==> src/design/tgfp_pkg.sv <==
// Shared types, constants and lookup tables for the tripod gait foot position block.
`timescale 1ns / 1ps
`default_nettype none

package tgfp_pkg;

	// Gait cycle and rotator geometry
	localparam int unsigned STEPS_PER_CYCLE = 22;
	localparam int unsigned HALF_STEPS      = STEPS_PER_CYCLE / 2;
	localparam int unsigned CORDIC_ITERS    = 14;
	localparam int unsigned ROT_PER_STAGE   = 2;
	localparam int unsigned ROT_STAGES      = CORDIC_ITERS / ROT_PER_STAGE;

	// CORDIC gain 0.607253 in Q15
	localparam logic [14:0] CORDIC_GAIN = 15'd19898;

	// Datapath widths and scaling
	localparam int unsigned ACC_W      = 32;
	localparam int unsigned SUM_W      = 34;
	localparam int unsigned ANG_W      = 16;
	localparam int unsigned TURN_W     = 18;
	localparam int unsigned ZSUM_W     = 6;
	localparam int unsigned FRAC_SHIFT = 19;
	localparam int unsigned TURN_SHIFT = 15;
	localparam int unsigned ROUND_BIT  = 18;

	// Output limits in sixteenths
	localparam int XY_LIMIT = 480;
	localparam int Z_LIMIT  = 320;

	// Configuration register indexes
	typedef enum logic [1:0] {
		REG_SHIFT_MASK   = 2'd0,
		REG_SPEED_THRESH = 2'd1
	} cfg_reg_t;

	// One foot offset point of a step table
	typedef struct packed {
		logic signed [7:0] x;
		logic signed [7:0] y;
		logic signed [7:0] z;
	} foot_pt_t;

	// Rotator state between stages
	typedef struct packed {
		logic signed [ACC_W-1:0] x;
		logic signed [ACC_W-1:0] y;
		logic signed [ANG_W-1:0] z;
	} cord_t;

	// Terms that ride alongside the rotator
	typedef struct packed {
		logic signed [TURN_W-1:0] tx;
		logic signed [TURN_W-1:0] ty;
		logic [ZSUM_W-1:0]        zsum;
		logic                     len;
		logic                     ten;
	} side_t;

	// Linear step table
	function automatic foot_pt_t line_pt(input logic [4:0] i);
		case (i)
			5'd0:    line_pt = '{8'sd0, 8'sd0, 8'sd0};
			5'd1:    line_pt = '{-8'sd5, 8'sd0, 8'sd0};
			5'd2:    line_pt = '{-8'sd10, 8'sd0, 8'sd0};
			5'd3:    line_pt = '{-8'sd15, 8'sd0, 8'sd0};
			5'd4:    line_pt = '{-8'sd20, 8'sd0, 8'sd0};
			5'd5:    line_pt = '{-8'sd25, 8'sd0, 8'sd0};
			5'd6:    line_pt = '{-8'sd25, 8'sd0, 8'sd5};
			5'd7:    line_pt = '{-8'sd18, 8'sd0, 8'sd10};
			5'd8:    line_pt = '{-8'sd10, 8'sd0, 8'sd15};
			5'd9:    line_pt = '{-8'sd2, 8'sd0, 8'sd20};
			5'd10:   line_pt = '{8'sd6, 8'sd0, 8'sd20};
			5'd11:   line_pt = '{8'sd0, 8'sd0, 8'sd20};
			5'd12:   line_pt = '{8'sd8, 8'sd0, 8'sd20};
			5'd13:   line_pt = '{8'sd15, 8'sd0, 8'sd20};
			5'd14:   line_pt = '{8'sd20, 8'sd0, 8'sd15};
			5'd15:   line_pt = '{8'sd24, 8'sd0, 8'sd10};
			5'd16:   line_pt = '{8'sd25, 8'sd0, 8'sd5};
			5'd17:   line_pt = '{8'sd25, 8'sd0, 8'sd0};
			5'd18:   line_pt = '{8'sd20, 8'sd0, 8'sd0};
			5'd19:   line_pt = '{8'sd15, 8'sd0, 8'sd0};
			5'd20:   line_pt = '{8'sd10, 8'sd0, 8'sd0};
			5'd21:   line_pt = '{8'sd5, 8'sd0, 8'sd0};
			default: line_pt = '{8'sd0, 8'sd0, 8'sd0};
		endcase
	endfunction

	// Turning step table
	function automatic foot_pt_t turn_pt(input logic [4:0] i);
		case (i)
			5'd0:    turn_pt = '{8'sd0, 8'sd0, 8'sd0};
			5'd1:    turn_pt = '{8'sd0, 8'sd8, 8'sd0};
			5'd2:    turn_pt = '{-8'sd1, 8'sd13, 8'sd0};
			5'd3:    turn_pt = '{-8'sd1, 8'sd18, 8'sd0};
			5'd4:    turn_pt = '{-8'sd2, 8'sd22, 8'sd0};
			5'd5:    turn_pt = '{-8'sd3, 8'sd27, 8'sd0};
			5'd6:    turn_pt = '{-8'sd3, 8'sd27, 8'sd5};
			5'd7:    turn_pt = '{-8'sd2, 8'sd22, 8'sd10};
			5'd8:    turn_pt = '{-8'sd1, 8'sd18, 8'sd15};
			5'd9:    turn_pt = '{-8'sd1, 8'sd13, 8'sd20};
			5'd10:   turn_pt = '{8'sd0, 8'sd8, 8'sd20};
			5'd11:   turn_pt = '{8'sd0, 8'sd0, 8'sd20};
			5'd12:   turn_pt = '{8'sd0, -8'sd8, 8'sd20};
			5'd13:   turn_pt = '{-8'sd1, -8'sd13, 8'sd20};
			5'd14:   turn_pt = '{-8'sd1, -8'sd18, 8'sd15};
			5'd15:   turn_pt = '{-8'sd2, -8'sd22, 8'sd10};
			5'd16:   turn_pt = '{-8'sd3, -8'sd27, 8'sd5};
			5'd17:   turn_pt = '{-8'sd3, -8'sd27, 8'sd0};
			5'd18:   turn_pt = '{-8'sd2, -8'sd22, 8'sd0};
			5'd19:   turn_pt = '{-8'sd1, -8'sd18, 8'sd0};
			5'd20:   turn_pt = '{-8'sd1, -8'sd13, 8'sd0};
			5'd21:   turn_pt = '{8'sd0, -8'sd8, 8'sd0};
			default: turn_pt = '{8'sd0, 8'sd0, 8'sd0};
		endcase
	endfunction

	// Arctangent of 2^-i in 1/65536 turn
	function automatic logic signed [ANG_W-1:0] atan_step(input int unsigned i);
		case (i)
			0:       atan_step = 16'sd8192;
			1:       atan_step = 16'sd4836;
			2:       atan_step = 16'sd2555;
			3:       atan_step = 16'sd1297;
			4:       atan_step = 16'sd651;
			5:       atan_step = 16'sd326;
			6:       atan_step = 16'sd163;
			7:       atan_step = 16'sd81;
			8:       atan_step = 16'sd41;
			9:       atan_step = 16'sd20;
			10:      atan_step = 16'sd10;
			11:      atan_step = 16'sd5;
			12:      atan_step = 16'sd3;
			13:      atan_step = 16'sd1;
			default: atan_step = 16'sd0;
		endcase
	endfunction

endpackage

`default_nettype wire

==> src/design/tgfp_cordic_pair.sv <==
// One pipeline stage of the rotator: two CORDIC micro-rotations, registered.
`timescale 1ns / 1ps
`default_nettype none

module tgfp_cordic_pair #(
	parameter int unsigned FIRST = 0
) (
	input  wire               clk,
	input  wire               en,
	input  wire tgfp_pkg::cord_t d,
	output tgfp_pkg::cord_t   q
);
	import tgfp_pkg::*;

	cord_t mid;
	cord_t nxt;
	cord_t rot_q;

	// Rotate toward zero residual angle, first micro-rotation
	always_comb begin
		if (d.z >= 0) begin
			mid.x = d.x - (d.y >>> FIRST);
			mid.y = d.y + (d.x >>> FIRST);
			mid.z = d.z - atan_step(FIRST);
		end else begin
			mid.x = d.x + (d.y >>> FIRST);
			mid.y = d.y - (d.x >>> FIRST);
			mid.z = d.z + atan_step(FIRST);
		end
	end

	// Second micro-rotation
	always_comb begin
		if (mid.z >= 0) begin
			nxt.x = mid.x - (mid.y >>> (FIRST + 1));
			nxt.y = mid.y + (mid.x >>> (FIRST + 1));
			nxt.z = mid.z - atan_step(FIRST + 1);
		end else begin
			nxt.x = mid.x + (mid.y >>> (FIRST + 1));
			nxt.y = mid.y - (mid.x >>> (FIRST + 1));
			nxt.z = mid.z + atan_step(FIRST + 1);
		end
	end

	// Hold while the stage is stalled
	always_ff @(posedge clk) begin
		if (en) begin
			rot_q <= nxt;
		end
	end

	assign q = rot_q;

endmodule

`default_nettype wire

==> config.mk <==
export PLATFORM = sky130hd
export DESIGN_NAME = tgfp_cordic_pair
export DESIGN_NICKNAME = d
export VERILOG_FILES = /design/src/design/tgfp_pkg.sv /design/src/design/tgfp_cordic_pair.sv
export SDC_FILE = /design/constraint.sdc
export NUM_CORES = 1
export LEC_CHECK = 0
export ABC_CLOCK_PERIOD_IN_PS = 18750
export BUFFER_PORTS_ARGS = -buffer_cell sky130_fd_sc_hd__clkbuf_2
export CORE_MARGIN = 1
export CORE_UTILIZATION = 55
export CTS_BUF_LIST = sky130_fd_sc_hd__clkbuf_4
export DETAILED_ROUTE_END_ITERATION = 10
export GPL_TIMING_DRIVEN = 0
export PLACE_DENSITY = 0.87
export SYNTH_ARGS = -nofsm -noshare
export SYNTH_HDL_FRONTEND = slang
export SYNTH_SLANG_ARGS = --single-unit
==> constraint.sdc <==
create_clock -name clk -period 18.75 [get_ports clk]
set_input_delay 0.9375 -clock clk [delete_from_list [all_inputs] [get_ports clk]]
set_output_delay 0.9375 -clock clk [all_outputs]
set_load 0.01 [all_outputs]
* Word-level counts from Yosys, hierarchy flattened
Index checks and enable logic that the tools add are counted.
W data, S select, Z words.
** Storage, ports and cells
- Word-level logic and storage cells :: 18
- Flip-flop bits (word level) :: 80
- Output and inout bits :: 80
- Input port bits :: 82
** Operators by class
- $lt $le $gt $ge :: 2
- $add $sub $neg :: 11
- Multiplexer cells :: 2
** Operators by type and width (number)
- $mux W80 :: 2
- $add A32 B31 Y32 :: 2
- $sub A32 B31 Y32 :: 2
- $sub A32 B32 Y32 :: 2
- $add A32 B32 Y32 :: 1
- $ge A16 B1 Y1 const B :: 2
- $add A16 B14 Y16 const B :: 1
- $add A16 B15 Y16 const B :: 1
- $sub A16 B14 Y16 const B :: 1
- $sub A16 B15 Y16 const B :: 1

* Logic depth before layout (Yosys ltp)
- Depth after elaboration :: 4
- Mapped depth :: 29

* Worst setup path after synthesis
Ideal clock, no wire load.
- Kind :: input port to flip-flop
- Start point :: input d[15] (netlist name)
- End point :: register rot_q (netlist bit q[45]), data pin
- Buffers on the path :: 11
- Cell stages on the path :: 28
- Required time :: 18486 ps
- Setup time :: 264 ps
- Data arrival time :: 7154 ps
- Slack :: 11332 ps
- Cells stage by stage :: buf_2 > clkbuf_1 > clkbuf_1 > clkbuf_1 > clkbuf_1 > buf_1 > clkbuf_1 > clkbuf_1 > fa_1 > clkbuf_1 > clkbuf_1 > clkbuf_1 > nor2_1 > a21o_1 > ha_1 > a21o_1 > a21oi_1 > o21ai_0 > o311ai_0 > a21oi_1 > or4b_2 > a31oi_1 > o21bai_1 > a21o_1 > a2111oi_0 > nor3_1 > a21oi_1 > xor2_1
** RTL lines
- start, declared :: RTL line tgfp_cordic_pair.sv:10 : input wire tgfp_pkg::cord_t d,
- end signal, assigned :: RTL line tgfp_cordic_pair.sv:48 : rot_q <= nxt;
- end, declared :: RTL line tgfp_cordic_pair.sv:17 : cord_t rot_q;

==> impl_metrics.tcl <==
set metrics [dict create \
    setup_viol 0 \
    status "finished clean" \
    gp_congestion 0.990 \
    place_area_sq_um 14500 \
    largest_reg_flops 80 \
    cap_violations 0 \
    ant_nets 0 \
    critPathMaxFanout 10 \
    antenna_found_initial 1 \
    via_per_inst 6.22 \
    fmax_mhz 101 \
    yosysTopAreaCell "edfxtp_1" \
    die-area_sq_um 24700 \
    critPathLaunchType "primary input" \
    post_synth.cell_area_avg_sq_um 7.95 \
    ctsLongestPathBuffers 2 \
    drt_first_pass_iters 8 \
    ys_seq_area_share_pct 18.1 \
    vias 13500 \
    irDropWorstVdd_mv 0.0624 \
    grtUsageTotal_pct 32.2 \
    rsz0062_at_grt "no" \
    finalSetupTns_ns 0 \
    synth_cells 1669 \
    finalHoldViolCount 0 \
    synth_top_area_share_pct 18.1 \
    startpoint "d[15]" \
    finalCritPeriodShare_pct 52.9 \
    ctsHtreeMaxLevel 3 \
    relSlewSlack_pct 37.9 \
    cts.sinks 80 \
    p_per_area_nw_per_um2 104 \
    ios 162 \
    tightest_slew_ns 0.917 \
    gr-total-overflow 0 \
    routed_wl_microns 40300 \
    critical_path_class "in2reg" \
    crit_path_top_delay_cell "clkbuf_1" \
    fill_cells 2135 \
    cp_common_cell "clkbuf_1" \
    netlist_area_sq_um 13300 \
    drc 0 \
    fin_crit_ns 9.91 \
    clk_root_buffer_cell "clkbuf_4" \
    grt_max_degree 68 \
    netlist_top_cells_area "edfxtp_1 (18%), ha_1 (17%), xnor2_1 (9.0%)" \
    syn-num-nets 1940 \
    syn_to_final_growth_pct 10.5 \
    wire_per_inst_microns 18.6 \
    cts_hold_buffers 0 \
    cts_tree "built" \
    start_util_pct 56.3 \
    end_kind "register" \
    crit_path_end "q[45]" \
    drtIter0Drc 1290 \
    portBuffers 161 \
    cts-resized-gates 0 \
    cts_made_buffers 9 \
    post_cts_buffers 0 \
    synth_edf_count 80 \
    die_w_microns 157 \
    coreArea_sq_um 23500 \
    grt_pass1_wl_microns 63100 \
    ys_warn_count 0 \
    floorplan.rows 56 \
    die-height_microns 157 \
    dp_hpwl_microns 33600 \
    clk_pin_slew_ns 0.15 \
    drive_gt1_share_pct 12.2 \
    grt_pass1_vias 12400 \
    ys_types 85 \
    nets 2113 \
    synth_top_flop_cell "edfxtp_1" \
    slew_violations 0 \
    power.leakage_uw 0.00645 \
    crit_arrival_ns 10.11 \
    max_stage_delay_ns 0.68 \
    synthArstFlopShare_pct 0 \
    ys_ff_latch 80 \
    required_ns 18.95 \
    postLayoutCellArea_sq_um 14700 \
    hold_class "in2reg" \
]
[power by group]
group / switching (uW) / internal [uW] / total, uW
Clock: 59.1 / 53.0 / 112
Sequential: 21.2 / 324 / 345
Combinational: 637 / 432 / 1070
Total: 717 / 809 / 1530
[stage by stage]
step                worst slack [ns]  std cells  hold slack (ns)  power (uW)  utilization [%]
finish                          8.84       2166            0.709        1530             62.2
global route                    8.54       2166            0.654        1640             62.2
CTS                             9.15       2165            0.685        1510             62.2
detailed placement              8.70       2150             1.12        1390             61.6
global placement                8.70       2149             1.12        1350             61.4
floorplan                      11.33       1669             1.04        1110                -
[area by class of cell]
type	instances	area (sq um)	area share (%)
Inverter	142	533	3.64
Multi-Input combinational cell	1391	10100	69.0
Sequential cell	80	2400	16.4
Clock buffer	9	67.6	0.461
Buffer	56	223	1.52
Clock inverter	6	85.1	0.581
Timing Repair Buffer	162	836	5.70
Tap cell	319	399	2.72
Antenna cell	1	2.50	0.0171
[placed cells by master (no fill, tap or decap), types with 11 or more instances in the layout]
cell type,count
nor2b_1,23
nor2_1,133
nand2_1,84
a211oi_1,24
nand2b_1,27
a21o_1,42
xnor2_1,137
a31oi_1,22
clkbuf_1,36
nand4_1,15
xor2_1,45
o211ai_1,21
nor3_1,33
and3_1,14
o21bai_1,20
or3_1,17
clkbuf_2,160
inv_1,134
o21ai_0,119
o31ai_1,34
edfxtp_1,80
nand3_1,42
a21oi_1,146
o21a_1,23
ha_1,182
nor4_1,11
[critical path: cells and delay by family]
| family | cells | cell delay (ns) |
|---|---|---|
| AOI/OAI and AO/OA | 11 | 2.75 |
| xor gates and xnor gates | 1 | 0.09 |
| adders and majority gates | 2 | 0.48 |
| buffers and inverters | 12 | 4.86 |
| and+or+nand+nor | 3 | 0.92 |
[how the worst min path moves through the flow]
stage          startpoint    to  cells after the start
2_1_floorplan        d[0]  q[0]                      0
3_3_place_gp         d[0]  q[0]                      1
3_5_place_dp         d[1]  q[1]                      1
4_1_cts              d[1]  q[1]                      1
5_1_grt              d[1]  q[1]                      1
6_report             d[1]  q[1]                      1
[kinds of logic (layout without fill, tap and decap cells)]
logic type	Yosys count	in the layout	share of synthesized area (%)
adder cells (fa/ha/maj)	189	189	18.2
AO/OA/AOI/OAI	552	552	27.3
XOR/XNOR	183	183	12.2
AND/OR/NAND/NOR	451	451	17.2
multiplexers	16	16	1.27
other	0	1	0
buffers and inverters	198	375	5.70
flip-flops	80	80	18.1
[cell usage after synthesis, types with 10 or more instances]
cell,instances
ha_1,182
a21oi_1,146
xnor2_1,137
inv_1,134
nor2_1,133
o21ai_0,119
nand2_1,84
edfxtp_1,80
xor2_1,45
a21o_1,42
nand3_1,42
clkbuf_1,36
o31ai_1,34
nor3_1,33
nand2b_1,27
a211oi_1,24
nor2b_1,23
o21a_1,23
a31oi_1,22
o211ai_1,21
o21bai_1,20
or3_1,17
nand4_1,15
and3_1,14
nor4_1,11
buf_1,10
buf_2,10
or4_1,10
[layer usage]
metal  track usage [%]  vias up  part of all wire, %
met5                 0        -                    0
met4              8.46        0                  2.3
met3              3.50       74                  9.0
met2              50.4      721                   43
met1              46.7     6247                   46
li1                  -     6437                    -
No activity file was read; power rests on OpenSTA's default activity.
